**config.mk**
```make
export PLATFORM = sky130hd
export DESIGN_NAME = ttwm_cell
export DESIGN_NICKNAME = d
export VERILOG_FILES = /design/src/design/ttwm_pkg.sv /design/src/design/ttwm_cell.sv
export SDC_FILE = /design/constraint.sdc
export NUM_CORES = 1
export LEC_CHECK = 0
export BUFFER_PORTS_ARGS = -buffer_cell sky130_fd_sc_hd__buf_2
export CORE_MARGIN = 5
export CORE_UTILIZATION = 54
export CTS_CLUSTER_DIAMETER = 200
export CTS_CLUSTER_SIZE = 25
export DETAILED_ROUTE_END_ITERATION = 10
export PLACE_DENSITY = 0.86
export SYNTH_ARGS = -nofsm -noshare
export SYNTH_HDL_FRONTEND = slang
export SYNTH_SLANG_ARGS = --single-unit
```
**constraint.sdc**
```tcl
create_clock -name clk_i -period 0.95 [get_ports clk_i]
set_clock_uncertainty 0.2 [all_clocks]
set_input_delay 0.1425 -clock clk_i [delete_from_list [all_inputs] [get_ports clk_i]]
set_output_delay 0.1425 -clock clk_i [all_outputs]
set_load 0.005 [all_outputs]
```
**src/design/ttwm_pkg.sv**
```systemverilog
`timescale 1ns / 1ps

package ttwm_pkg;

  // Coordinate and pipeline sizing
  localparam int COORD_BITS    = 12;
  localparam int CORDIC_STAGES = 16;
  localparam int ATAN_LEN      = 24;
  localparam int NUM_CELLS     = (CORDIC_STAGES > ATAN_LEN) ? ATAN_LEN : CORDIC_STAGES;
  localparam int IDX_BITS      = $clog2(ATAN_LEN);

  // CORDIC datapath: magnitude * gain stays below 2^(COORD_BITS+FRAC_BITS+2)
  localparam int FRAC_BITS = 16;
  localparam int CW        = COORD_BITS + FRAC_BITS + 3;
  localparam int ZW        = 19;
  localparam int QUARTER   = 65536;
  localparam int Q_BITS    = FRAC_BITS + 1;

  // Level and square root sizing
  localparam int LVL_BITS   = 8;
  localparam int LVL_MAX    = (1 << LVL_BITS) - 1;
  localparam int SQRT_STEPS = LVL_BITS;
  localparam int RAD_BITS   = 2 * LVL_BITS;
  localparam int T_BITS     = RAD_BITS + 2;
  localparam int SQ_BITS    = 2 * COORD_BITS;
  localparam int SUM_BITS   = SQ_BITS + 1;

  // Configuration register indexes
  localparam int CFG_IDX_BITS = 3;
  localparam logic [CFG_IDX_BITS-1:0] CFG_CENTER_X   = 3'd0;
  localparam logic [CFG_IDX_BITS-1:0] CFG_CENTER_Y   = 3'd1;
  localparam logic [CFG_IDX_BITS-1:0] CFG_LOW_THRESH = 3'd2;
  localparam logic [CFG_IDX_BITS-1:0] CFG_WARM_FLOOR = 3'd3;
  localparam logic [CFG_IDX_BITS-1:0] CFG_COOL_FLOOR = 3'd4;

  // Configuration reset values
  localparam logic [COORD_BITS-1:0] CENTER_RST     = COORD_BITS'(255);
  localparam logic [LVL_BITS-1:0]   LOW_THRESH_RST = LVL_BITS'(30);
  localparam logic [LVL_BITS-1:0]   WARM_FLOOR_RST = LVL_BITS'(10);
  localparam logic [LVL_BITS-1:0]   COOL_FLOOR_RST = LVL_BITS'(5);

  // Data handed from cell to cell
  typedef struct packed {
    logic signed [CW-1:0] x;
    logic signed [CW-1:0] y;
    logic signed [ZW-1:0] z;
    logic [RAD_BITS-1:0]  rem;
    logic [LVL_BITS-1:0]  root;
    logic                 sat;
    logic                 dy_neg;
    logic                 ax_zero;
    logic                 ay_zero;
  } cell_t;

  // Arctangent of 2^-i as a Q16 fraction of a quarter turn
  function automatic logic signed [ZW-1:0] atan_q16(input logic [IDX_BITS-1:0] i);
    logic signed [ZW-1:0] v;
    case (i)
      5'd0:    v = ZW'(32768);
      5'd1:    v = ZW'(19344);
      5'd2:    v = ZW'(10221);
      5'd3:    v = ZW'(5188);
      5'd4:    v = ZW'(2604);
      5'd5:    v = ZW'(1303);
      5'd6:    v = ZW'(652);
      5'd7:    v = ZW'(326);
      5'd8:    v = ZW'(163);
      5'd9:    v = ZW'(81);
      5'd10:   v = ZW'(41);
      5'd11:   v = ZW'(20);
      5'd12:   v = ZW'(10);
      5'd13:   v = ZW'(5);
      5'd14:   v = ZW'(3);
      5'd15:   v = ZW'(1);
      5'd16:   v = ZW'(1);
      default: v = '0;
    endcase
    return v;
  endfunction

endpackage

```
**src/design/ttwm_cell.sv**
```systemverilog
`timescale 1ns / 1ps

module ttwm_cell import ttwm_pkg::*; (
  input  logic                clk_i,
  input  logic                rst_ni,
  input  logic                adv_i,
  input  logic [IDX_BITS-1:0] idx_i,
  input  logic                valid_i,
  input  cell_t               data_i,
  output logic                valid_o,
  output cell_t               data_o
);

  logic signed [CW-1:0] xs, ys;
  logic [IDX_BITS-1:0]  k;
  logic [T_BITS-1:0]    t, rem_ext;
  cell_t                cell_d, cell_q;
  logic                 valid_q;

  // One CORDIC rotation and, in the first SQRT_STEPS cells, one square root digit
  always_comb begin
    cell_d  = data_i;
    xs      = $signed(data_i.x) >>> idx_i;
    ys      = $signed(data_i.y) >>> idx_i;
    if (!data_i.y[CW-1]) begin
      cell_d.x = data_i.x + ys;
      cell_d.y = data_i.y - xs;
      cell_d.z = data_i.z + atan_q16(idx_i);
    end else begin
      cell_d.x = data_i.x - ys;
      cell_d.y = data_i.y + xs;
      cell_d.z = data_i.z - atan_q16(idx_i);
    end
    // trial digit 2^k: (r + 2^k)^2 - r^2 = r*2^(k+1) + 4^k
    k       = IDX_BITS'(SQRT_STEPS - 1) - idx_i;
    t       = (T_BITS'(data_i.root) << (k + 1'b1)) + (T_BITS'(1) << {k, 1'b0});
    rem_ext = T_BITS'(data_i.rem);
    if ((idx_i < IDX_BITS'(SQRT_STEPS)) && (rem_ext >= t)) begin
      cell_d.rem  = RAD_BITS'(rem_ext - t);
      cell_d.root = data_i.root | (LVL_BITS'(1) << k);
    end
  end

  always_ff @(posedge clk_i or negedge rst_ni) begin
    if (!rst_ni) begin
      valid_q <= 1'b0;
    end else if (adv_i) begin
      valid_q <= valid_i;
    end
  end

  always_ff @(posedge clk_i) begin
    if (adv_i) begin
      cell_q <= cell_d;
    end
  end

  assign valid_o = valid_q;
  assign data_o  = cell_q;

endmodule

```
==> flow_metrics.env, run 1 <==
export IMPL_gp_congestion=1.19
export IMPL_portBuffers=227
export IMPL_grt_pass1_wl_um=172000
export IMPL_initial_utilization_pct=54.6
export IMPL_hpwl_um=55200
export IMPL_seq_area_frac_synth_pct=21.0
export IMPL_synth_edf_count=109
export IMPL_synth_top_area_share_pct=20.9
export IMPL_grt_max_degree=47
export IMPL_synth_nets=1948
export IMPL_placedCellCount=2907
export IMPL_pin_count=228
export IMPL_netlist_cell_type_count=92
export IMPL_netlist_instances=1709
export IMPL_yosys_warnings=0
export IMPL_cts_sinks=110
export IMPL_grt_pass1_vias=26500
export IMPL_dieWidth_um=180
export IMPL_ys_top_cells_by_count="148 x nor2_1, 127 x a21oi_1, 127 x nand2_1"
export IMPL_synthesis_area_sq_um=15700
export IMPL_yosysMostFrequentCell="nor2_1"
export IMPL_cts_buffers=9
export IMPL_grt_overflow=47
export IMPL_grtUsageTotal_pct=69.4
export IMPL_cts_root_buf="clkbuf_16"
export IMPL_yosys_register_bits=110
export IMPL_status="aborted with a tool error"
export IMPL_clk_path_buf_depth=2
export IMPL_h_tree_depth=3
export IMPL_pre_cts_slack_ps=-4940
export IMPL_dieHeight_um=180
export IMPL_yosys_area_top_type="edfxtp_1"
export IMPL_netlist_top_cells_area="edfxtp_1 21%, mux4_2 12%, ha_1 9.3%, xnor2_1 5.8%, mux2i_1 4.3%"
export IMPL_lastStage="global routing (5_1_grt)"
export IMPL_error="[ERROR GRT-0116] Global routing finished with congestion. Check the congestion regions in the DRC Viewer."
export IMPL_row_count=62
export IMPL_async_flop_share_pct=0.909
export IMPL_synth_ff_type="edfxtp_1"
export IMPL_syn_area_per_cell_sq_um=9.17
==> cell families after synthesis <==
logic type,count (synthesis),share of synthesized area [%]
fa+ha+maj,121,9.85
buf+inv,152,4.39
mux,211,21.1
flops,110,21.0
xor+xnor,140,7.82
compound gates,454,19.4
simple gates,521,16.4
==> timing repair <==
item	in CTS
setup endpoints to repair	215
setup buffers	94
cloned	8
pin swaps	117
hold buffers	6
resized for setup	265
hold endpoints to repair	26
==> per-layer routing <==
layer / GRT overflow / track usage [%]
met1: 1 / 67.6
met4: 24 / 69.8
met3: 2 / 58.2
met5: 0 / 23.9
met2: 20 / 84.2
==> stage by stage <==
stage          util (%)  TNS [ps]  area, sq um
2_1_floorplan         -   -359640        16400
3_3_place_gp       78.7   -402540        22600
3_5_place_dp       78.7   -429480        22600
4_1_cts            87.1   -366890        25000
==> inputs of run 2 (changes only) <==
Settings changed: CORE_UTILIZATION 54 to 40, CTS_CLUSTER_DIAMETER 200 to unset, CTS_CLUSTER_SIZE 25 to unset, PLACE_DENSITY 0.86 to unset, PLACE_DENSITY_LB_ADDON set to 0.15.
Clock period 0.95 ns to 1.25 ns, I/O delays scaled along.
==> run 2 against run 1 <==
Compared with the run above:
- area after synthesis did not move
- the flow now finishes, with violations (hold timing, setup timing)
- synthesized cell count did not move
==> flow_metrics.env, run 2 <==
export IMPL_seq_area_frac_synth_pct=21.0
export IMPL_pre_cts_slack_ps=-4710
export IMPL_cts_buffers=9
export IMPL_synth_ff_type="edfxtp_1"
export IMPL_final_critical_path_setup_slack_ps=-3770
export IMPL_maxSlewHeadroom_pct=62.4
export IMPL_slowest_stage="or4_4"
export IMPL_yosys_area_top_type="edfxtp_1"
export IMPL_synth_compound_area_share_pct=19.4
export IMPL_violations="hold timing, setup timing"
export IMPL_hold_viol_final=1
export IMPL_die_area_sq_um=43200
export IMPL_synthesis_area_sq_um=15700
export IMPL_r2r_slack_ps=300
export IMPL_yosys_warnings=0
export IMPL_ys_top_cells_by_count="148 x nor2_1, 127 x a21oi_1, 127 x nand2_1"
export IMPL_cap_viol_max_count=0
export IMPL_drt_iter0_drc=1189
export IMPL_final_min_clock_period_ps=5020
export IMPL_crit_top_cell="and3_4"
export IMPL_slew_viol_final=0
export IMPL_ctsHoldBuffers=24
export IMPL_worstSetupEndpointType="flip-flop"
export IMPL_initial_utilization_pct=40.5
export IMPL_yosys_register_bits=110
export IMPL_worstHoldStart="data_i[29]"
export IMPL_cellPowerDensity_nw_per_um2=941
export IMPL_yosysMostFrequentCell="nor2_1"
export IMPL_vdd_drop_max_mv=0.821
export IMPL_clk_latency_ps=410
export IMPL_layout_common_cells="757 x buf_4, 222 x buf_2, 128 x nor2_1, 112 x nand2_1, 109 x edfxtp_1"
export IMPL_dieWidth_um=208
export IMPL_arrival_ps=4990
export IMPL_portBuffers=227
export IMPL_holdPathStages=2
export IMPL_synth_edf_count=109
export IMPL_cts_tree="yes"
export IMPL_netlist_instances=1709
export IMPL_pin_count=228
export IMPL_synth_xor_area_share_pct=7.82
export IMPL_hpwl_um=53000
export IMPL_core_area_sq_um=38700
export IMPL_final_common_cell="buf_4"
export IMPL_worst_slew_pin_slew_ps=558
export IMPL_antenna_found_initial=3
export IMPL_vias_per_cell=5.63
export IMPL_synth_nets=1948
export IMPL_drc_errors=0
export IMPL_rsz0062_at_grt="true"
export IMPL_netlist_cell_type_count=92
export IMPL_grt_max_degree=44
export IMPL_crit_buf_inv=3
export IMPL_r2r_cells=1
export IMPL_grtUsageTotal_pct=30.1
export IMPL_cts_root_buf="clkbuf_16"
export IMPL_p_total_mw=24.8
export IMPL_final_core_util_pct=68.0
export IMPL_synth_top_area_share_pct=20.9
export IMPL_setup_violations=215
export IMPL_timing_rr_start="valid_o$_DFFE_PN0P_"
export IMPL_synth_top_family_by_area="multiplexers"
export IMPL_dieHeight_um=208
export IMPL_clk_path_buf_depth=2
export IMPL_fin_crit_sh_pct=401
export IMPL_cts_sinks=110
export IMPL_status="finished, violations left"
export IMPL_whs_ps=-15.7
export IMPL_yosys_area_share_simple_pct=16.4
export IMPL_crit_path_start_kind="input port"
export IMPL_hold_path_class="input port to flip-flop"
export IMPL_drtPass1Iterations=5
export IMPL_crit_required_ps=1230
export IMPL_layout_nets=2952
export IMPL_hold_path_end="data_o[29]$_DFFE_PP_"
export IMPL_wl_per_cell_um=21.2
export IMPL_layout_drive_gt1_share_pct=55.4
export IMPL_path_clk_slew_ps=90
export IMPL_path_cells="buf_16 > buf_6 > mux4_2 > mux2i_2 > a21oi_1 > mux2_4 > or3_4 > or4_4 > buf_12 > a211oi_4 > and3_4 > nor2_1 > o311ai_1 > ha_1 > and3_4 > a221o_1 > nand2_2 > o211ai_1 > a32oi_1 > o21ai_1 > a21oi_2 > xnor2_1"
export IMPL_grt_pass1_wl_um=103000
export IMPL_worst_path_largest_cell_delay_ps=580
export IMPL_area_growth_pct=68.2
export IMPL_h_tree_depth=3
export IMPL_crit_family="compound AO/OA/AOI/OAI gates"
export IMPL_synth_area_mux_share_pct=21.1
export IMPL_criticalPathCategory="input port to flip-flop"
export IMPL_placedCellCount=3054
export IMPL_grt_overflow=0
export IMPL_dr_total_vias=18200
export IMPL_synth_adder_area_share_pct=9.85
export IMPL_max_freq_ghz=0.199
export IMPL_wl_um=68600
export IMPL_regToRegEndpoint="valid_o$_DFFE_PN0P_"
export IMPL_syn_area_per_cell_sq_um=9.17
export IMPL_antenna_left=0
export IMPL_path_max_fanout=5
export IMPL_fin_cells=3239
export IMPL_grt_pass1_vias=18500
export IMPL_async_flop_share_pct=0.909
export IMPL_netlist_top_cells_area="edfxtp_1 21%, mux4_2 12%, ha_1 9.3%, xnor2_1 5.8%, mux2i_1 4.3%"
export IMPL_row_count=72
export IMPL_cellLeakagePower_nw=11.7
export IMPL_gp_congestion=1.02
export IMPL_largest_reg_flops=109
## run 2: repair_timing
item,CTS,global route
hold endpoints to repair,27,2
gates resized for setup,210,147
setup buffers,98,41
gates cloned,9,0
setup endpoints to repair,215,215
pin swaps,128,118
## run 2: worst max path at each step
stage | from | endpoint | cells after the start
global placement | idx_i[0] | data_o[108]$_DFFE_PP_ | 25
floorplan | idx_i[0] | data_o[76]$_DFFE_PP_ | 27
detailed placement | idx_i[0] | data_o[108]$_DFFE_PP_ | 25
global route | idx_i[0] | data_o[107]$_DFFE_PP_ | 22
finish | idx_i[0] | data_o[107]$_DFFE_PP_ | 22
CTS | idx_i[0] | data_o[76]$_DFFE_PP_ | 21
## run 2: layout make-up
| cell class | instances | area (sq um) |
|---|---|---|
| Antenna cell | 3 | 7.51 |
| Multi-Input combinational cell | 1447 | 13500 |
| Timing Repair Buffer | 1086 | 8340 |
| Fill cell | 3113 | 12400 |
| Clock buffer | 9 | 225 |
| Clock inverter | 7 | 91.3 |
| Inverter | 59 | 239 |
| Sequential cell | 110 | 3300 |
| Tap cell | 518 | 648 |
## run 2: power breakdown
part	total (mW)	internal [mW]	switching, mW
registers	5.38	5.19	0.190
logic	16.2	8.62	7.53
clock network	3.28	1.60	1.68
total	24.8	15.4	9.40
## run 2: cell families (layout without fill, tap and decap cells)
| kind of cell | count (synthesis) | in the layout |
|---|---|---|
| XOR/XNOR | 140 | 140 |
| AO/OA/AOI/OAI | 454 | 454 |
| other | 0 | 3 |
| buffers and inverters | 152 | 1161 |
| AND/OR/NAND/NOR | 521 | 521 |
| multiplexers | 211 | 211 |
| adder cells (fa/ha/maj) | 121 | 121 |
| flip-flops | 110 | 110 |
## run 2: metrics by stage
stage               cell area [sq um]  TNS, ps
floorplan                       16400  -332870
global placement                22900  -395550
detailed placement              22900  -399580
CTS                             25400  -307610
global route                    26400  -331370
finish                          26400  -312980
## run 2: metal layers
metal	track usage (%)	vias to the layer above	share of wire (%)
li1	-	8582	-
met1	36.9	8917	41
met2	53.6	591	50
met3	3.92	138	5.0
met4	12.1	2	4.5
met5	0	-	0.018
No activity file was read; power rests on OpenSTA's default activity.
