**src/design/ttwm_pkg.sv**
```systemverilog
`timescale 1ns / 1ps

package ttwm_pkg;

  // Coordinate and pipeline sizing
  localparam int COORD_BITS    = 12;
  localparam int CORDIC_STAGES = 16;
  localparam int ATAN_LEN      = 24;
  localparam int NUM_CELLS     = (CORDIC_STAGES > ATAN_LEN) ? ATAN_LEN : CORDIC_STAGES;
  localparam int IDX_BITS      = $clog2(ATAN_LEN);

  // CORDIC datapath: magnitude * gain stays below 2^(COORD_BITS+FRAC_BITS+2)
  localparam int FRAC_BITS = 16;
  localparam int CW        = COORD_BITS + FRAC_BITS + 3;
  localparam int ZW        = 19;
  localparam int QUARTER   = 65536;
  localparam int Q_BITS    = FRAC_BITS + 1;

  // Level and square root sizing
  localparam int LVL_BITS   = 8;
  localparam int LVL_MAX    = (1 << LVL_BITS) - 1;
  localparam int SQRT_STEPS = LVL_BITS;
  localparam int RAD_BITS   = 2 * LVL_BITS;
  localparam int T_BITS     = RAD_BITS + 2;
  localparam int SQ_BITS    = 2 * COORD_BITS;
  localparam int SUM_BITS   = SQ_BITS + 1;

  // Configuration register indexes
  localparam int CFG_IDX_BITS = 3;
  localparam logic [CFG_IDX_BITS-1:0] CFG_CENTER_X   = 3'd0;
  localparam logic [CFG_IDX_BITS-1:0] CFG_CENTER_Y   = 3'd1;
  localparam logic [CFG_IDX_BITS-1:0] CFG_LOW_THRESH = 3'd2;
  localparam logic [CFG_IDX_BITS-1:0] CFG_WARM_FLOOR = 3'd3;
  localparam logic [CFG_IDX_BITS-1:0] CFG_COOL_FLOOR = 3'd4;

  // Configuration reset values
  localparam logic [COORD_BITS-1:0] CENTER_RST     = COORD_BITS'(255);
  localparam logic [LVL_BITS-1:0]   LOW_THRESH_RST = LVL_BITS'(30);
  localparam logic [LVL_BITS-1:0]   WARM_FLOOR_RST = LVL_BITS'(10);
  localparam logic [LVL_BITS-1:0]   COOL_FLOOR_RST = LVL_BITS'(5);

  // Data handed from cell to cell
  typedef struct packed {
    logic signed [CW-1:0] x;
    logic signed [CW-1:0] y;
    logic signed [ZW-1:0] z;
    logic [RAD_BITS-1:0]  rem;
    logic [LVL_BITS-1:0]  root;
    logic                 sat;
    logic                 dy_neg;
    logic                 ax_zero;
    logic                 ay_zero;
  } cell_t;

  // Arctangent of 2^-i as a Q16 fraction of a quarter turn
  function automatic logic signed [ZW-1:0] atan_q16(input logic [IDX_BITS-1:0] i);
    logic signed [ZW-1:0] v;
    case (i)
      5'd0:    v = ZW'(32768);
      5'd1:    v = ZW'(19344);
      5'd2:    v = ZW'(10221);
      5'd3:    v = ZW'(5188);
      5'd4:    v = ZW'(2604);
      5'd5:    v = ZW'(1303);
      5'd6:    v = ZW'(652);
      5'd7:    v = ZW'(326);
      5'd8:    v = ZW'(163);
      5'd9:    v = ZW'(81);
      5'd10:   v = ZW'(41);
      5'd11:   v = ZW'(20);
      5'd12:   v = ZW'(10);
      5'd13:   v = ZW'(5);
      5'd14:   v = ZW'(3);
      5'd15:   v = ZW'(1);
      5'd16:   v = ZW'(1);
      default: v = '0;
    endcase
    return v;
  endfunction

endpackage

```
**src/design/ttwm_front.sv**
```systemverilog
`timescale 1ns / 1ps

module ttwm_front import ttwm_pkg::*; (
  input  logic                  clk_i,
  input  logic                  rst_ni,
  input  logic                  adv_i,
  input  logic                  valid_i,
  input  logic [COORD_BITS-1:0] touch_x_i,
  input  logic [COORD_BITS-1:0] touch_y_i,
  input  logic [COORD_BITS-1:0] center_x_i,
  input  logic [COORD_BITS-1:0] center_y_i,
  output logic                  valid_o,
  output cell_t                 data_o
);

  logic signed [COORD_BITS:0] dx, dy;
  logic [COORD_BITS-1:0]      ax, ay;
  logic [COORD_BITS-1:0]      ax_q, ay_q;
  logic [SQ_BITS-1:0]         sqx_q, sqy_q;
  logic                       dy_neg_q;
  logic                       v1_q, v2_q;
  logic [SUM_BITS-1:0]        sum;
  cell_t                      cell_d, cell_q;

  // Offsets from center and their magnitudes
  always_comb begin
    dx = $signed({1'b0, touch_x_i}) - $signed({1'b0, center_x_i});
    dy = $signed({1'b0, touch_y_i}) - $signed({1'b0, center_y_i});
    ax = dx[COORD_BITS] ? COORD_BITS'(-dx) : dx[COORD_BITS-1:0];
    ay = dy[COORD_BITS] ? COORD_BITS'(-dy) : dy[COORD_BITS-1:0];
  end

  // Squared distance and CORDIC start vector
  always_comb begin
    sum            = SUM_BITS'(sqx_q) + SUM_BITS'(sqy_q);
    cell_d.x       = $signed(CW'({ax_q, {FRAC_BITS{1'b0}}}));
    cell_d.y       = $signed(CW'({ay_q, {FRAC_BITS{1'b0}}}));
    cell_d.z       = '0;
    cell_d.rem     = sum[RAD_BITS-1:0];
    cell_d.root    = '0;
    cell_d.sat     = |sum[SUM_BITS-1:RAD_BITS];
    cell_d.dy_neg  = dy_neg_q;
    cell_d.ax_zero = (ax_q == '0);
    cell_d.ay_zero = (ay_q == '0);
  end

  always_ff @(posedge clk_i or negedge rst_ni) begin
    if (!rst_ni) begin
      v1_q <= 1'b0;
      v2_q <= 1'b0;
    end else if (adv_i) begin
      v1_q <= valid_i;
      v2_q <= v1_q;
    end
  end

  always_ff @(posedge clk_i) begin
    if (adv_i) begin
      ax_q     <= ax;
      ay_q     <= ay;
      sqx_q    <= SQ_BITS'(ax) * SQ_BITS'(ax);
      sqy_q    <= SQ_BITS'(ay) * SQ_BITS'(ay);
      dy_neg_q <= dy[COORD_BITS];
      cell_q   <= cell_d;
    end
  end

  assign valid_o = v2_q;
  assign data_o  = cell_q;

endmodule

```
**config.mk**
```make
export PLATFORM = sky130hd
export DESIGN_NAME = ttwm_front
export DESIGN_NICKNAME = d
export VERILOG_FILES = /design/src/design/ttwm_pkg.sv /design/src/design/ttwm_front.sv
export SDC_FILE = /design/constraint.sdc
export NUM_CORES = 1
export LEC_CHECK = 0
export BUFFER_PORTS_ARGS = -buffer_cell sky130_fd_sc_hd__buf_2
export CAP_MARGIN = 0
export CORE_UTILIZATION = 51
export DETAILED_ROUTE_END_ITERATION = 8
export PLACE_DENSITY = 0.73
export SKIP_LAST_GASP = 1
export SYNTH_ARGS = -nofsm -noshare
export SYNTH_HDL_FRONTEND = slang
export SYNTH_SLANG_ARGS = --single-unit
```
**constraint.sdc**
```tcl
create_clock -name clk_i -period 3.5 [get_ports clk_i]
set_input_delay 0.35 -clock clk_i [delete_from_list [all_inputs] [get_ports clk_i]]
set_output_delay 0.35 -clock clk_i [all_outputs]
set_load 0.1 [all_outputs]
```
==> results of run 1 <==
-- state kept, by name (all words and copies together) (netlist names) --
name and count:
ax_q 12, ay_q 12, data_o 44, dy_neg_q 1
sqx_q 22, sqy_q 22, v1_q 1, valid_o 1
-- metal layers --
metal	GRT usage [%]	up-vias
li1	-	5234
met1	30.0	5688
met2	45.8	552
met3	4.24	172
met4	9.18	0
met5	0	-
-- through the flow --
step	cells	worst slack, ns	hold WS [ns]	setup TNS (ns)
after floorplan	1452	-3.48	0.0544	-102.74
after global placement	2099	-3.79	0.134	-121.22
after detailed placement	2099	-3.98	0.139	-127.44
after CTS	2169	-3.33	0.150	-101.00
after global routing	2192	-4.04	0.164	-119.04
final	2192	-3.77	0.152	-111.62
-- how the worst max path moves through the flow --
stage | startpoint | end
after CTS | touch_y_i[0] | sqy_q[23]$_DFFE_PP_
final | touch_y_i[0] | sqy_q[23]$_DFFE_PP_
after global placement | touch_y_i[0] | sqy_q[23]$_DFFE_PP_
after floorplan | touch_y_i[0] | sqy_q[23]$_DFFE_PP_
after global routing | touch_y_i[0] | sqy_q[23]$_DFFE_PP_
after detailed placement | touch_y_i[0] | sqy_q[23]$_DFFE_PP_
-- cell type report --
cell class / instances / area (um^2) / area share (%)
Multi-Input combinational cell: 935 / 10100 / 52.5
Sequential cell: 115 / 3440 / 18.0
Timing Repair Buffer: 452 / 3370 / 17.6
Inverter: 323 / 1260 / 6.58
Clock buffer: 17 / 425 / 2.22
Tap cell: 335 / 419 / 2.19
Clock inverter: 15 / 179 / 0.934
-- kinds of logic (layout without fill, tap and decap cells) --
logic type / after synthesis / in the layout / share of synthesized area (%)
buffers and inverters: 403 / 807 / 12.8
XOR/XNOR: 84 / 84 / 5.67
flip-flops: 115 / 115 / 25.1
adder cells (fa/ha/maj): 321 / 321 / 38.0
multiplexers: 6 / 6 / 0.464
other: 1 / 65 / 0.0273
AO/OA/AOI/OAI: 153 / 154 / 8.08
AND/OR/NAND/NOR: 305 / 305 / 9.85
-- worst max-delay path, delay by kind of cell --
family,cells,cell delay [ns]
fa+ha+maj,8,3.28
compound gates,12,2.61
buf+inv,6,0.40
simple gates,3,0.39
mux,1,0.20
xor+xnor,1,0.20
-- placed cells by master (no fill, tap or decap), drive strengths merged, types with 5 or more instances in the layout --
cell and n:
a31oi 7, fa 161, o21ai 24, clkbuf 17, o21bai 8, a21oi 39, clkinvlp 5, a21o 18
o31ai 6, inv 322, o21a 10, nor3 12, ha 160, a211oi 8, edfxtp 113, nand3 10
xor2 24, nor4 11, conb 65, nand2 80, clkinv 8, nor2b 13, nor2 139, xnor2 59
and3 8, buf 451, nand2b 8
-- what timing repair did --
| item | in CTS | in global routing |
|---|---|---|
| hold endpoints to repair | 2 | 0 |
| pin swaps | 56 | 73 |
| endpoints found under the setup margin | 40 | 40 |
| hold buffers | 1 | 0 |
| setup buffers | 38 | 27 |
| cloned | 1 | 0 |
| gates resized for setup | 98 | 125 |
==> run_results.csv, run 1 <==
group,metric,value,unit
outcome,status,"finished, violations left",
outcome,violations,"DRC, setup timing",
floorplan,die_area,27600,um^2
detailed_routing,wire_per_inst,17.4,um
detailed_routing,dr.pass1.iters,7,
sta,worstMarginPinSlew,1.02,ns
clock_network,clockBufferDepth,2,
global_routing,gr-usage-all-layers,25.2,%
detailed_routing,wirelength,38200,um
critical_path,r2r-end,"data_o[27]$_DFFE_PP_",
global_routing,grt_max_degree,67,
yosys,synthTopCellsByCount,"inv_1, fa_1, ha_1",
yosys,ys_types,70,
clock_network,tritoncts,"done",
hold_path,hold_start,"valid_i",
hold_path,worstHoldPathCells,2,
detailed_routing,route.met3.wl,2490,um
yosys,synth_area_leader_cell,"edfxtp_1",
global_routing,grt_pass1_vias,12100,
yosys,synth_area_leaders,"edfxtp_1, fa_1, ha_1, inv_1, nor2_1",
global_routing,antenna_found_initial,0,
critical_path,critPathCaptureType,"flop",
placed_design,hpwl,24300,um
yosys,synthArstFlopShare,1.74,%
critical_path,r2r_start,"sqy_q[3]$_DFFE_PP_",
sta,final_max_slew_viol_count,0,
critical_path,worst-path-max-fanout,4,
floorplan,die_w,166,um
clock_network,clockRootBuffer,"clkbuf_16",
yosys,yosys_warnings,0,
critical_path,cp.arrival,7.45,ns
yosys,synth_edf_count,113,
hold_path,worstHoldEndpoint,"v1_q$_DFFE_PN0P_",
sta,hold_viol_final,0,
detailed_routing,drtIter0Drc,930,
placed_design,place.gp.congestion,0.915,
yosys,post-synth-top-count-cell,"inv_1",
detailed_routing,top_layer,"met4",
sta,fin_skew,0.00903,ns
sta,setup_viol,39,
sta,slew_headroom,31.7,%
yosys,synth_top_area_share,24.7,%
global_routing,grt_pass1_wl,55900,um
yosys,avgSynthCellArea,9.90,um^2
critical_path,crit_path_start_kind,"primary input",
detailed_routing,ant_nets,0,
critical_path,crit_slowest_cell,"fa_1",
layout,nFillCells,1568,
detailed_routing,met2RoutedLength,19600,um
critical_path,required,3.68,ns
critical_path,reg2reg_depth,11,
sta,rsz0062_at_grt,"true",
yosys,yosysSeqAreaShare,25.1,%
layout,drive_gt1_share,39.3,%
critical_path,r2r_slack,0.29,ns
critical_path,slowest_delay,0.58,ns
layout,nNetsFinal,2217,
sta,fmax,137,MHz
placed_design,placed_area,17100,um^2
yosys,syn_inst,1388,
sta,min_period,7.27,ns
clock_network,clk_pin_slew,0.06,ns
clock_network,cts_sinks,115,
sta,finalCritPeriodShare,208,%
layout,fin_util,73.1,%
clock_network,clock_latency,0.43,ns
detailed_routing,detail_route.vias_per_cell,5.31,
floorplan,initial_core_util,52.4,%
critical_path,critPathKind,"primary input to flop",
floorplan,die_y,166,um
layout,area_growth,39.5,%
global_routing,grt-ovfl-total,0,
layout,fin_area,19200,um^2
clock_network,cts_max_level,4,
yosys,synth_area,13700,um^2
layout,n_antenna_cell,0,
detailed_routing,drc,13,
placed_design,port_buffers,96,
floorplan,row_count,59,
yosys,synth_seq_cells,115,
detailed_routing,wl_met1,14300,um
job,maxCapViolCount,0,
floorplan,ios,162,
clock_network,numCtsBuffers,17,
hold_path,min_path_type,"primary input to flop",
floorplan,fp.coreArea,26200,um^2
sta,fin_ws,-3.77,ns
critical_path,cp_common_cell,"fa_1",
detailed_routing,vias,11600,
yosys,synth-main-ff-cell,"edfxtp_1",
Power of run 1 is not shown: default switching activity piles up to over one toggle a cycle in this logic, so the estimate is an artifact.
==> run 2: changes to the inputs <==
Settings changed: CORE_UTILIZATION 51 to 31, PLACE_DENSITY 0.73 to 0.5.
==> run 2 against run 1 <==
Against the previous run:
- the flow finishes with violations (setup timing)
- setup slack improved by 0.46 ns
- via count is 8.3% lower
- cell count rose by 12%
- sequential share of layout area fell by 0.34 points
- critical path depth stayed put
- global-route usage is 11 points lower
- critical endpoint unchanged
- worst hold slack better by 0.015 ns
- register-to-register slack improved by 0.15 ns
- clock skew is 0.0025 ns higher
- non-clock buffer count is 10 higher
- largest cell class unchanged
- final area increased by 1.9%
- sequential cell count is the same
==> run_results.csv, run 2 (synthesis results as in run 1) <==
group,metric,value,unit
sta,min_period,6.81,ns
critical_path,critPathKind,"primary input to flop",
global_routing,gr-usage-all-layers,14.0,%
floorplan,initial_core_util,31.7,%
placed_design,placed_cells,2352,
sta,finalCritPeriodShare,195,%
floorplan,row_count,76,
placed_design,port_buffers,96,
sta,hold_ws,0.167,ns
layout,final_cell_mix,"buf_4, inv_1, fa_1, ha_1, edfxtp_1",
outcome,status,"finished, violations left",
global_routing,antenna_found_initial,0,
global_routing,grt_max_degree,48,
critical_path,slowest_delay,0.52,ns
floorplan,die_area,45200,um^2
critical_path,cp.arrival,6.99,ns
global_routing,grt_pass1_vias,11000,
layout,n_antenna_cell,0,
floorplan,die_y,213,um
sta,hold_viol_final,0,
clock_network,cts_max_level,4,
layout,fin_util,45.0,%
job,maxCapViolCount,0,
placed_design,place.gp.congestion,0.843,
detailed_routing,ant_nets,0,
sta,fin_skew,0.0115,ns
clock_network,clk_pin_slew,0.07,ns
critical_path,cp_common_cell,"fa_1",
floorplan,ios,162,
floorplan,fp.coreArea,43400,um^2
layout,largest_reg_flops,44,
detailed_routing,drtIter0Drc,374,
floorplan,die_w,213,um
sta,final_max_slew_viol_count,0,
layout,nFillCells,4151,
clock_network,tritoncts,"done",
layout,final_common_cell,"buf_4",
layout,area_growth,42.2,%
detailed_routing,detail_route.vias_per_cell,4.36,
global_routing,grt-ovfl-total,0,
detailed_routing,wirelength,30400,um
critical_path,crit_path_start_kind,"primary input",
clock_network,cts_sinks,115,
clock_network,clockRootBuffer,"clkbuf_16",
detailed_routing,dr.pass1.iters,4,
sta,worstMarginPinSlew,0.877,ns
critical_path,r2r_slack,0.44,ns
critical_path,critPathCaptureType,"flop",
sta,slew_headroom,41.1,%
detailed_routing,wire_per_inst,12.4,um
sta,fin_ws,-3.31,ns
global_routing,grt_pass1_wl,50700,um
hold_path,min_path_type,"primary input to flop",
clock_network,clock_latency,0.42,ns
critical_path,worst-path-max-fanout,4,
detailed_routing,vias,10700,
sta,rsz0062_at_grt,"true",
layout,final_cells,2452,
sta,fmax,147,MHz
sta,setup_viol,38,
layout,nNetsFinal,2227,
layout,drive_gt1_share,40.1,%
critical_path,crit_slowest_cell,"fa_1",
clock_network,clockBufferDepth,2,
clock_network,numCtsBuffers,17,
detailed_routing,drc,0,
outcome,violations,"setup timing",
placed_design,hpwl,24400,um
critical_path,required,3.68,ns
[run 2: cell count changes in the layout (fill, tap and decap cells not counted), sizes merged]
cell | previous run | this run
buf | 451 | 461
inv | 322 | 327
bufinv | 3 | 0
clkinv | 8 | 6
clkbuf | 17 | 18
clkinvlp | 5 | 4
[run 2: path summary, 6_finish.rpt]
| kind | end | cells after the start | from |
|---|---|---|---|
| max in group asynchronous | v1_q$_DFFE_PN0P_ | 2 | rst_ni |
| worst max register to register | data_o[27]$_DFFE_PP_ | 11 | sqx_q[3]$_DFFE_PP_ |
| min in group asynchronous | valid_o$_DFFE_PN0P_ | 2 | rst_ni |
| worst max-delay path | sqy_q[23]$_DFFE_PP_ | 31 | touch_y_i[0] |
| worst min-delay path | v1_q$_DFFE_PN0P_ | 2 | valid_i |
| worst min register to register | data_o[2]$_DFFE_PP_ | 0 | dy_neg_q$_DFFE_PP_ |
[run 2: layout make-up]
type	instances	area (um^2)	share of cell area [%]
multi-input cells	935	10100	51.9
flip-flops and latches	115	3440	17.6
repair buffers	462	3440	17.6
inverters	323	1250	6.40
well taps	585	732	3.75
clock buffers	18	429	2.20
clock inverters	14	106	0.544
[run 2: layer usage]
layer  GRT usage (%)  up-vias  routed length [um]
li1                -     5239                   -
met1            19.0     5284               14100
met2            23.7      138               15200
met3            1.94       19                 885
met4            2.73        0                 195
met5               0        -                   0
[run 2: what timing repair did]
action                     4_1_cts  5_1_grt
resized for setup              122      107
hold endpoints to repair         2        0
hold buffers                     1        0
buffers inserted                42       31
cloned                           1        0
setup endpoints to repair       40       39
pin swaps                       65       51
[run 2: through the flow]
stage                     TNS [ns]  instance area (um^2)  setup slack, ns
after floorplan            -102.74                 14500            -3.48
after global placement     -121.75                 17500            -3.83
after detailed placement   -123.91                 17500            -3.88
after CTS                  -101.05                 18800            -3.30
after global routing       -112.35                 19500            -3.63
final                      -101.53                 19500            -3.31
[run 2: critical path, delay by kind of cell]
kind,cells,cell delay (ns)
xor gates and xnor gates,1,0.20
muxes,1,0.18
buffers and inverters,6,0.33
adders and majority gates,8,3.11
and+or+nand+nor,3,0.37
AOI/OAI and AO/OA,12,2.44
Power of run 2 is left out for the same reason.
