===== config.mk =====
export PLATFORM = sky130hd
export DESIGN_NAME = ttwm_back
export DESIGN_NICKNAME = d
export VERILOG_FILES = /design/src/design/ttwm_pkg.sv /design/src/design/ttwm_back.sv
export SDC_FILE = /design/constraint.sdc
export NUM_CORES = 1
export LEC_CHECK = 0
export CAP_MARGIN = 5
export CORE_ASPECT_RATIO = 2
export CORE_MARGIN = 10
export CORE_UTILIZATION = 30
export CTS_CLUSTER_SIZE = 25
export DETAILED_ROUTE_END_ITERATION = 16
export DONT_BUFFER_PORTS = 1
export SLEW_MARGIN = 20
export SYNTH_ARGS = -nofsm -noshare
export SYNTH_HDL_FRONTEND = slang
export SYNTH_SLANG_ARGS = --single-unit

===== constraint.sdc =====
create_clock -name clk_i -period 8.5 [get_ports clk_i]
set_clock_uncertainty 0.15 [all_clocks]
set_input_delay 2.55 -clock clk_i [delete_from_list [all_inputs] [get_ports clk_i]]
set_output_delay 2.55 -clock clk_i [all_outputs]
set_load 0.05 [all_outputs]

===== src/design/ttwm_pkg.sv =====
`timescale 1ns / 1ps

package ttwm_pkg;

  // Coordinate and pipeline sizing
  localparam int COORD_BITS    = 12;
  localparam int CORDIC_STAGES = 16;
  localparam int ATAN_LEN      = 24;
  localparam int NUM_CELLS     = (CORDIC_STAGES > ATAN_LEN) ? ATAN_LEN : CORDIC_STAGES;
  localparam int IDX_BITS      = $clog2(ATAN_LEN);

  // CORDIC datapath: magnitude * gain stays below 2^(COORD_BITS+FRAC_BITS+2)
  localparam int FRAC_BITS = 16;
  localparam int CW        = COORD_BITS + FRAC_BITS + 3;
  localparam int ZW        = 19;
  localparam int QUARTER   = 65536;
  localparam int Q_BITS    = FRAC_BITS + 1;

  // Level and square root sizing
  localparam int LVL_BITS   = 8;
  localparam int LVL_MAX    = (1 << LVL_BITS) - 1;
  localparam int SQRT_STEPS = LVL_BITS;
  localparam int RAD_BITS   = 2 * LVL_BITS;
  localparam int T_BITS     = RAD_BITS + 2;
  localparam int SQ_BITS    = 2 * COORD_BITS;
  localparam int SUM_BITS   = SQ_BITS + 1;

  // Configuration register indexes
  localparam int CFG_IDX_BITS = 3;
  localparam logic [CFG_IDX_BITS-1:0] CFG_CENTER_X   = 3'd0;
  localparam logic [CFG_IDX_BITS-1:0] CFG_CENTER_Y   = 3'd1;
  localparam logic [CFG_IDX_BITS-1:0] CFG_LOW_THRESH = 3'd2;
  localparam logic [CFG_IDX_BITS-1:0] CFG_WARM_FLOOR = 3'd3;
  localparam logic [CFG_IDX_BITS-1:0] CFG_COOL_FLOOR = 3'd4;

  // Configuration reset values
  localparam logic [COORD_BITS-1:0] CENTER_RST     = COORD_BITS'(255);
  localparam logic [LVL_BITS-1:0]   LOW_THRESH_RST = LVL_BITS'(30);
  localparam logic [LVL_BITS-1:0]   WARM_FLOOR_RST = LVL_BITS'(10);
  localparam logic [LVL_BITS-1:0]   COOL_FLOOR_RST = LVL_BITS'(5);

  // Data handed from cell to cell
  typedef struct packed {
    logic signed [CW-1:0] x;
    logic signed [CW-1:0] y;
    logic signed [ZW-1:0] z;
    logic [RAD_BITS-1:0]  rem;
    logic [LVL_BITS-1:0]  root;
    logic                 sat;
    logic                 dy_neg;
    logic                 ax_zero;
    logic                 ay_zero;
  } cell_t;

  // Arctangent of 2^-i as a Q16 fraction of a quarter turn
  function automatic logic signed [ZW-1:0] atan_q16(input logic [IDX_BITS-1:0] i);
    logic signed [ZW-1:0] v;
    case (i)
      5'd0:    v = ZW'(32768);
      5'd1:    v = ZW'(19344);
      5'd2:    v = ZW'(10221);
      5'd3:    v = ZW'(5188);
      5'd4:    v = ZW'(2604);
      5'd5:    v = ZW'(1303);
      5'd6:    v = ZW'(652);
      5'd7:    v = ZW'(326);
      5'd8:    v = ZW'(163);
      5'd9:    v = ZW'(81);
      5'd10:   v = ZW'(41);
      5'd11:   v = ZW'(20);
      5'd12:   v = ZW'(10);
      5'd13:   v = ZW'(5);
      5'd14:   v = ZW'(3);
      5'd15:   v = ZW'(1);
      5'd16:   v = ZW'(1);
      default: v = '0;
    endcase
    return v;
  endfunction

endpackage


===== src/design/ttwm_back.sv =====
`timescale 1ns / 1ps

module ttwm_back import ttwm_pkg::*; (
  input  logic                clk_i,
  input  logic                rst_ni,
  input  logic                adv_i,
  input  logic                valid_i,
  input  cell_t               data_i,
  input  logic [LVL_BITS-1:0] low_threshold_i,
  input  logic [LVL_BITS-1:0] warm_floor_i,
  input  logic [LVL_BITS-1:0] cool_floor_i,
  output logic                valid_o,
  output logic [LVL_BITS-1:0] warm_level_o,
  output logic [LVL_BITS-1:0] cool_level_o,
  output logic [LVL_BITS-1:0] brightness_o
);

  localparam int PB = Q_BITS + LVL_BITS;
  localparam int MB = 2 * LVL_BITS;

  logic [Q_BITS-1:0]   f;
  logic [PB-1:0]       fprod;
  logic [LVL_BITS-1:0] chan, bright;
  logic [LVL_BITS-1:0] warm_raw_q, cool_raw_q, bright1_q, bright2_q;
  logic [MB-1:0]       pw_q, pc_q;
  logic [MB:0]         qw_full, qc_full;
  logic [LVL_BITS-1:0] qw, qc;
  logic                v1_q, v2_q, v3_q;
  logic [LVL_BITS-1:0] warm_q, cool_q, bright3_q;

  // Angle clamp, axis cases and channel value
  always_comb begin
    if (data_i.ay_zero) begin
      f = '0;
    end else if (data_i.ax_zero) begin
      f = Q_BITS'(QUARTER);
    end else if (data_i.z[ZW-1]) begin
      f = '0;
    end else if ($signed(data_i.z) > $signed(ZW'(QUARTER))) begin
      f = Q_BITS'(QUARTER);
    end else begin
      f = data_i.z[Q_BITS-1:0];
    end
    // 255*f, rounded up to a whole level
    fprod  = (PB'(f) << LVL_BITS) - PB'(f);
    chan   = LVL_BITS'(LVL_MAX) - LVL_BITS'((fprod + PB'(QUARTER - 1)) >> FRAC_BITS);
    bright = data_i.sat ? LVL_BITS'(LVL_MAX) : data_i.root;
  end

  // Divide by 255: exact for products below 2^16
  always_comb begin
    qw_full = (MB+1)'(pw_q) + (MB+1)'(1) + (MB+1)'(pw_q >> LVL_BITS);
    qc_full = (MB+1)'(pc_q) + (MB+1)'(1) + (MB+1)'(pc_q >> LVL_BITS);
    qw      = qw_full[LVL_BITS +: LVL_BITS];
    qc      = qc_full[LVL_BITS +: LVL_BITS];
  end

  always_ff @(posedge clk_i or negedge rst_ni) begin
    if (!rst_ni) begin
      v1_q <= 1'b0;
      v2_q <= 1'b0;
      v3_q <= 1'b0;
    end else if (adv_i) begin
      v1_q <= valid_i;
      v2_q <= v1_q;
      v3_q <= v2_q;
    end
  end

  always_ff @(posedge clk_i) begin
    if (adv_i) begin
      warm_raw_q <= data_i.dy_neg ? LVL_BITS'(LVL_MAX) : chan;
      cool_raw_q <= data_i.dy_neg ? chan : LVL_BITS'(LVL_MAX);
      bright1_q  <= bright;
      pw_q       <= MB'(warm_raw_q) * MB'(bright1_q);
      pc_q       <= MB'(cool_raw_q) * MB'(bright1_q);
      bright2_q  <= bright1_q;
      warm_q     <= (qw < low_threshold_i) ? warm_floor_i : qw;
      cool_q     <= (qc < low_threshold_i) ? cool_floor_i : qc;
      bright3_q  <= bright2_q;
    end
  end

  assign valid_o      = v3_q;
  assign warm_level_o = warm_q;
  assign cool_level_o = cool_q;
  assign brightness_o = bright3_q;

endmodule


==> impl_metrics.ini, run 1 <==
[synth]
ys_seq_area_frac = 0.308
synth_seq_cells = 91
synth_ff_type = edfxtp_1
synth_top_area_cell = edfxtp_1
ys_top_cells_by_area = edfxtp_1, ha_1, fa_1
synthCells = 836
syn_nets = 1166
syn_area_per_cell_um2 = 10.5
synth_area_mm2 = 0.00882
async_reset_ff_frac = 0.0330
ys_warn_count = 0
synthDistinctLibCells = 53
synth_top_cell_area_share = 0.300
synth_edf_count = 88

[status]
outcome = finished, final reports clean

[detailed_routing]
vias_per_cell = 4.82
vias = 5799
wl_per_cell_um = 15.1
dr.first_iter.drc_count = 174
wirelength_um = 18200
drc_errors = 0
drtPass1Iterations = 4
postRouteAntennaNets = 0

[floorplan]
initial_utilization = 0.304
die_area_mm2 = 0.0371
core_mm2 = 0.0290
num_rows = 88
chipWidth_um = 141
num_io_pins = 162
fp.dieH_um = 262

[pwr]
power_density_mw_per_mm2 = 293
peakVddDrop_mv = 0.109
leakage_nw = 4.25
pwr-share-clk = 0.150
totalPowerFinal_mw = 2.80
p_int_mw = 1.62
power_frac_seq = 0.317
swShare = 0.422
combPwrFrac = 0.532
p_sw_mw = 1.18

[finish]
final_layout_size_suffix_gt1_frac = 0.0606
layout.cells.non_filler = 1202
final_cell_mix = inv_1, ha_1, and2_1
fill_cells = 2920
layout-area-overhead-vs-synth_pct = 8.19
antennaDiodeCount = 0
final_area_mm2 = 0.00954
final_nets = 1167

[worst_hold_path]
hp-class = reg2reg
hold_end = brightness_o[7]
hold-path-cell-count = 0
min_from = bright2_q[7]

[critical_path]
crit_fanout = 17
critPathRequiredTime_ns = 8.46
crit-reg2reg-launch = bright1_q[7]
ff2ff_path_depth = 16
rrSetupSlack_ns = 3.28
setup.worst_path.end_class = flop
crit_path_start_kind = input pin
path_class = in2reg
cp_data_arrival_time_ns = 5.84
r2r-end = pw_q[15]

[sta]
finalCriticalPeriod_ns = 5.88
whs_ns = 0.269
slew_headroom = 0.541
maxSlewViolCount = 0
hold_viol = 0
max_freq_ghz = 0.170
setup-violations-final = 0
tns_ns = 0
rsz0062_at_grt = false
period_share = 0.692
tightest_slew_ns = 0.688

[grt]
gr-total-overflow = 0
grt_max_degree = 92
antenna_found_initial = 0
grt_first_pass_wirelength_um = 31000
grt_pass1_vias = 6456
track_usage = 0.104

[clock_tree]
cts_buffers = 9
ctsResizeCount = 0
clock_latency_ns = 0.37
clock_path_buffers = 2
post_cts_buffers = 0
clock-sinks = 91
htreeDepth = 3
cts_tree = built
cts_hold_buffers = 0
path_clk_slew_ns = 0.07
cts_root_buf = clkbuf_16

[placement]
dp.cells = 1186
placed_cell_area_mm2 = 0.00923
gp_congestion = 0.816
port_buffers = 0
dp_hpwl_um = 14900

[run]
drv_cap = 0
==> power by group through the flow <==
stage / Combinational [mW] / Sequential, mW / Clock (mW)
CTS: 1.52 / 0.891 / 0.437
floorplan: 1.24 / 0.848 / 0
global route: 1.75 / 0.906 / 0.451
global placement: 1.48 / 0.898 / 0
detailed placement: 1.51 / 0.901 / 0
finish: 1.49 / 0.887 / 0.421
==> registers in the layout, indices dropped and copies added, names as in the netlist, 8 cells and up <==
register      count
cool_level_o      8
warm_level_o      8
warm_raw_q        8
bright1_q         8
pw_q             16
pc_q             16
bright2_q         8
brightness_o      8
cool_raw_q        8
==> cell type report <==
class | instances | area (µm²) | share of cell area
inverter | 121 | 454 | 0.0476
multi-input combinational | 614 | 5610 | 0.588
clock inverter | 7 | 83.8 | 0.00879
tap | 360 | 450 | 0.0472
sequential | 91 | 2720 | 0.285
clock buffer | 9 | 225 | 0.0236
==> cell families after synthesis <==
group | share of synthesized area
simple gates | 0.163
fa+ha+maj | 0.335
buf+inv | 0.0558
compound gates | 0.0727
flops | 0.308
xor+xnor | 0.0407
mux | 0.0241
==> critical path, stage by stage <==
cell and delay (ns):
or4_4 0.55, a21oi_2 0.47, nand2_1 0.21, ha_1 0.34, ha_1 0.31, a21o_1 0.18, a21oi_1 0.19, a2bb2oi_1 0.24
nand2_1 0.14, and4_1 0.21, nor4_2 0.31, nand2_1 0.13
==> Yosys cell counts (7+ instances only) <==
| cell type | instances |
|---|---|
| nand2b_1 | 13 |
| a21oi_1 | 32 |
| inv_1 | 121 |
| clkbuf_1 | 10 |
| edfxtp_1 | 88 |
| ha_1 | 121 |
| nor3_1 | 7 |
| fa_1 | 72 |
| and2_1 | 102 |
| o21a_1 | 9 |
| nor2_1 | 23 |
| xnor2_1 | 31 |
| nand3_1 | 10 |
| nand4_1 | 8 |
| a21o_1 | 11 |
| mux2_2 | 18 |
| or2_2 | 8 |
| xor2_1 | 10 |
| nand2_1 | 69 |
| nor2b_1 | 7 |
| o21ai_0 | 14 |
==> metal layers <==
| layer | routed length [µm] | vias to the layer above | track usage | share of wire |
|---|---|---|---|---|
| met5 | 0 | - | 0 | 0 |
| met4 | 519 | 0 | 0.0562 | 0.029 |
| met3 | 839 | 22 | 0.0208 | 0.046 |
| met2 | 10100 | 100 | 0.197 | 0.56 |
| met1 | 6660 | 2861 | 0.101 | 0.37 |
| li1 | - | 2816 | - | - |
==> worst max path at each step <==
stage,start,endpoint,slack (ns),cells past startpoint
floorplan,data_i[46],cool_raw_q[7],2.60,13
global placement,data_i[31],cool_raw_q[7],2.20,13
detailed placement,data_i[46],cool_raw_q[7],2.22,12
CTS,data_i[46],cool_raw_q[7],2.61,12
global route,data_i[46],cool_raw_q[7],2.21,12
finish,data_i[46],cool_raw_q[7],2.62,12
==> metrics by stage <==
step                      setup slack [ns]  utilization
after floorplan                       2.60            -
after global placement                2.20        0.319
after detailed placement              2.22        0.319
after CTS                             2.61        0.329
after global routing                  2.21        0.329
final                                 2.62        0.329
No activity file was read; power rests on OpenSTA's default activity.
==> inputs of run 2 (changes only) <==
Clock period 8.5 ns to 5.13 ns, I/O delays scaled along.
==> run 2 against run 1 <==
Design area is 1.6% higher. Die area stayed put. Highest routed layer unchanged. Core utilization is 0.51 points higher. Non-clock buffer count is 26 higher. Routed wire length is 1.3% higher. Combinational power is 71% higher. Final cell count is 2.1% higher. Global-route usage is 0.081 points lower. Sequential share of layout area is 0.44 points lower.
==> impl_metrics.ini, run 2 (synthesis gave the netlist of run 1 again) <==
[sta]
max_freq_ghz = 0.205
finalCriticalPeriod_ns = 4.88
setup-violations-final = 0
slew_headroom = 0.637
tightest_slew_ns = 0.545
maxSlewViolCount = 0
tns_ns = 0
setup_ws_ns = 0.246
hold_viol = 0
whs_ns = 0.271
rsz0062_at_grt = false
period_share = 0.952

[finish]
final_area_mm2 = 0.00969
final_layout_size_suffix_gt1_frac = 0.0888
final_nets = 1193
final_cell_mix = inv_1, ha_1, and2_1
fill_cells = 2886
final_util = 0.335
layout.cells.non_filler = 1227
layout-area-overhead-vs-synth_pct = 9.88
reg_top3 = pc_q x16, pw_q x16
antennaDiodeCount = 0

[detailed_routing]
vias = 5828
wirelength_um = 18400
drtPass1Iterations = 4
postRouteAntennaNets = 0
dr.first_iter.drc_count = 128
drc_errors = 0
vias_per_cell = 4.75
wl_per_cell_um = 15.0

[run]
drv_cap = 0

[status]
outcome = finished, final reports clean

[clock_tree]
ctsResizeCount = 0
cts_buffers = 9
clock_latency_ns = 0.36
clock-sinks = 91
cts_root_buf = clkbuf_16
path_clk_slew_ns = 0.07
clock_path_buffers = 2
htreeDepth = 3
cts_tree = built

[critical_path]
path_class = reg2reg
critPathRequiredTime_ns = 5.09
setup.worst_path.end_class = flop
crit_fanout = 9
cp_data_arrival_time_ns = 4.84
crit_path_start_kind = flop
ff2ff_path_depth = 15

[floorplan]
fp.dieH_um = 262
initial_utilization = 0.304
num_rows = 88
core_mm2 = 0.0290
chipWidth_um = 141
num_io_pins = 162
die_area_mm2 = 0.0371

[pwr]
swShare = 0.422
power_density_mw_per_mm2 = 477
totalPowerFinal_mw = 4.62
p_sw_mw = 1.95
pwr-share-clk = 0.134
combPwrFrac = 0.552
peakVddDrop_mv = 0.189
power_frac_seq = 0.314
leakage_nw = 4.36
p_int_mw = 2.67

[grt]
antenna_found_initial = 0
grt_use_met2 = 0.194
gr-total-overflow = 0
grt_use_met3 = 0.0190
grt_max_degree = 92
grt-busiest-layer = met2
track_usage = 0.103
grt_first_pass_wirelength_um = 31100
use_met1 = 0.103
grt_pass1_vias = 6492

[worst_hold_path]
hold-path-cell-count = 0
hp-class = reg2reg

[placement]
gp_congestion = 0.807
post-place-ws_ns = 0.100
placed_cell_area_mm2 = 0.00936
dp_hpwl_um = 15100
port_buffers = 0
dp.cells = 1203
## run 2: cell count changes in the layout (fill, tap and decap cells not counted), sizes merged
cell / change
buf: +26
bufinv: -1
clkinv: +1
inv: -1
## run 2: worst max-delay path, stage by stage, from the launching register on
cell and delay [ns]:
edfxtp_1 0.55, and2_1 0.23, fa_1 0.42, fa_1 0.54
inv_1 0.05, fa_1 0.48, fa_1 0.55, inv_1 0.04
ha_1 0.32, o21a_1 0.18, o31a_1 0.13, o211ai_1 0.22
a21oi_1 0.12, a2111oi_2 0.37, a21oi_1 0.14, xnor2_1 0.15
## run 2: worst paths after layout
kind	from	end	slack, ns
min in group asynchronous	rst_ni	valid_o	0.72
min	bright2_q[1]	brightness_o[1]	0.27
max	bright1_q[3]	pc_q[15]	0.25
min reg2reg	bright2_q[1]	brightness_o[1]	0.27
max reg2reg	bright1_q[3]	pc_q[15]	0.25
max in group asynchronous	rst_ni	v1_q	4.04
## run 2: routing by layer
metal	wire [µm]	share of wire	vias to the layer above
met2	10200	0.55	117
met1	6820	0.37	2818
met5	0	0	-
met3	812	0.044	32
met4	583	0.032	0
li1	-	-	2861
## run 2: timing repair
action / CTS / global route
endpoints found under the setup margin: 0 / 6
hold buffers: 0 / 0
setup buffers: 0 / 9
## run 2: area by class of cell
| cell class | instances | area [µm²] | share of cell area |
|---|---|---|---|
| timing repair buffer | 26 | 193 | 0.0199 |
| clock buffer | 9 | 225 | 0.0232 |
| tap | 360 | 450 | 0.0465 |
| multi-input combinational | 614 | 5610 | 0.579 |
| inverter | 121 | 454 | 0.0469 |
| sequential | 91 | 2720 | 0.281 |
| clock inverter | 6 | 40.0 | 0.00413 |
## run 2: power by group through the flow
stage | Sequential, mW | Combinational (mW) | Clock, mW
2_1_floorplan | 1.41 | 2.05 | 0
3_3_place_gp | 1.48 | 2.51 | 0
3_5_place_dp | 1.48 | 2.57 | 0
4_1_cts | 1.46 | 2.59 | 0.646
5_1_grt | 1.48 | 2.99 | 0.668
6_report | 1.45 | 2.55 | 0.619
==> inputs of run 3 (changes only) <==
Clock period 5.13 ns to 4.2 ns, I/O delays scaled along.
==> run 3 against run 2 <==
The flow now finishes with violations (setup timing). Clock power increased by 36%. Sequential power rose by 20%. Count of clock-buffer cells in the layout stayed put. Critical path depth up 2. Final cell count up 8.6%. Die area stayed put. Highest routed layer is now met5.
==> impl_metrics.ini, run 3 (synthesis gave the netlist of run 1 again) <==
[status]
outcome = finished, violations left
violations = setup timing

[finish]
layout.cells.non_filler = 1332
layout-area-overhead-vs-synth_pct = 27.1
final_nets = 1296
final_cell_mix = buf_4, inv_1, ha_1
final_layout_size_suffix_gt1_frac = 0.287
final_util = 0.387
final_common_cell = buf_4
reg_top3 = pc_q x16, pw_q x16

[detailed_routing]
wl_met3_um = 1090
vias_per_cell = 4.70
vias = 6266
wl_per_cell_um = 14.7
dr.first_iter.drc_count = 127
routed-wl-met2_um = 11300
drc_errors = 0
drtPass1Iterations = 4
postRouteAntennaNets = 0
dr.max_layer_used = met5
met1_length_um = 6530
wirelength_um = 19600

[critical_path]
cp_data_arrival_time_ns = 4.50
crit_path_start_kind = flop
setup.worst_path.end_class = flop
path_class = reg2reg
critPathRequiredTime_ns = 4.17
crit_fanout = 7

[floorplan]
core_mm2 = 0.0290
fp.dieH_um = 262
chipWidth_um = 141
die_area_mm2 = 0.0371
num_rows = 88
num_io_pins = 162
initial_utilization = 0.304

[sta]
slew_headroom = 0.652
hold_viol = 0
tightest_slew_ns = 0.523
tns_ns = -2.21
max_freq_ghz = 0.221
finalCriticalPeriod_ns = 4.53
setup-violations-final = 11
maxSlewViolCount = 0
period_share = 1.08
setup_ws_ns = -0.329
rsz0062_at_grt = true

[pwr]
power_density_mw_per_mm2 = 608
peakVddDrop_mv = 0.258
leakage_nw = 5.03

[grt]
track_usage = 0.107
antenna_found_initial = 3
grt_pass1_vias = 6827
grt_max_degree = 92
gr-total-overflow = 0
grt_first_pass_wirelength_um = 32000

[clock_tree]
clock_path_buffers = 2
htreeDepth = 3
cts_hold_buffers = 0
cts_tree = built
path_clk_slew_ns = 0.07
clock-sinks = 91
cts_root_buf = clkbuf_16
cts_buffers = 9
clock_latency_ns = 0.37

[placement]
dp.cells = 1300
dp_hpwl_um = 16100
post-place-ws_ns = -0.368
gp_congestion = 0.828
port_buffers = 0

[run]
drv_cap = 0

[worst_hold_path]
hp-class = reg2reg
-- run 3: critical path, cell delays in order, from the launching register on --
cell and delay, ns:
edfxtp_1 0.43, buf_4 0.17, clkbuf_16 0.16, and2_4 0.14, fa_2 0.38, fa_1 0.49
inv_1 0.05, fa_1 0.48, fa_1 0.51, inv_2 0.05, ha_4 0.21, o21a_1 0.17
o31a_1 0.12, o211ai_2 0.19, a21oi_2 0.10, a2111oi_4 0.25, a21oi_2 0.10, xnor2_1 0.12
-- run 3: worst paths after layout --
check,startpoint,to,slack [ns],depth (start not counted)
worst min-delay path,bright2_q[2],brightness_o[2],0.27,0
max in group asynchronous,rst_ni,v2_q,3.40,0
worst max register to register,bright1_q[4],pw_q[15],-0.33,17
worst min register to register,bright2_q[2],brightness_o[2],0.27,0
min in group asynchronous,rst_ni,valid_o,0.43,0
worst max-delay path,bright1_q[4],pw_q[15],-0.33,17
-- run 3: what timing repair did --
| item | CTS | global route |
|---|---|---|
| gates resized for setup | 17 | 55 |
| pin swaps | 12 | 43 |
| gates cloned | 0 | 2 |
| setup endpoints to repair | 10 | 46 |
| buffers inserted | 6 | 8 |
-- run 3: power breakdown --
group          internal, mW  total (mW)  switching, mW
clock                 0.466       0.841          0.375
combinational          2.22        4.23           2.01
sequential             1.40        1.74          0.348
-- run 3: final cells by class --
| cell class | count | area, µm² |
|---|---|---|
| antenna | 1 | 2.50 |
| clock buffer | 9 | 225 |
| clock inverter | 7 | 73.8 |
| fill | 2793 | 17700 |
| inverter | 121 | 454 |
| multi-input combinational | 614 | 6210 |
| sequential | 91 | 2720 |
| tap | 360 | 450 |
| timing repair buffer | 129 | 1070 |
-- run 3: per-stage QoR --
stage	cell area, µm²	power, mW	hold slack (ns)
after floorplan	9170	4.50	0.250
after global placement	10400	5.67	0.254
after detailed placement	10400	5.77	0.259
after CTS	10800	6.77	0.277
after global routing	11200	7.51	0.284
final	11200	6.82	0.274
-- run 3: metal layers --
| metal | global-route usage | up-vias |
|---|---|---|
| li1 | - | 3066 |
| met1 | 0.0972 | 3044 |
| met2 | 0.209 | 112 |
| met3 | 0.0284 | 40 |
| met4 | 0.0509 | 4 |
| met5 | 0 | - |
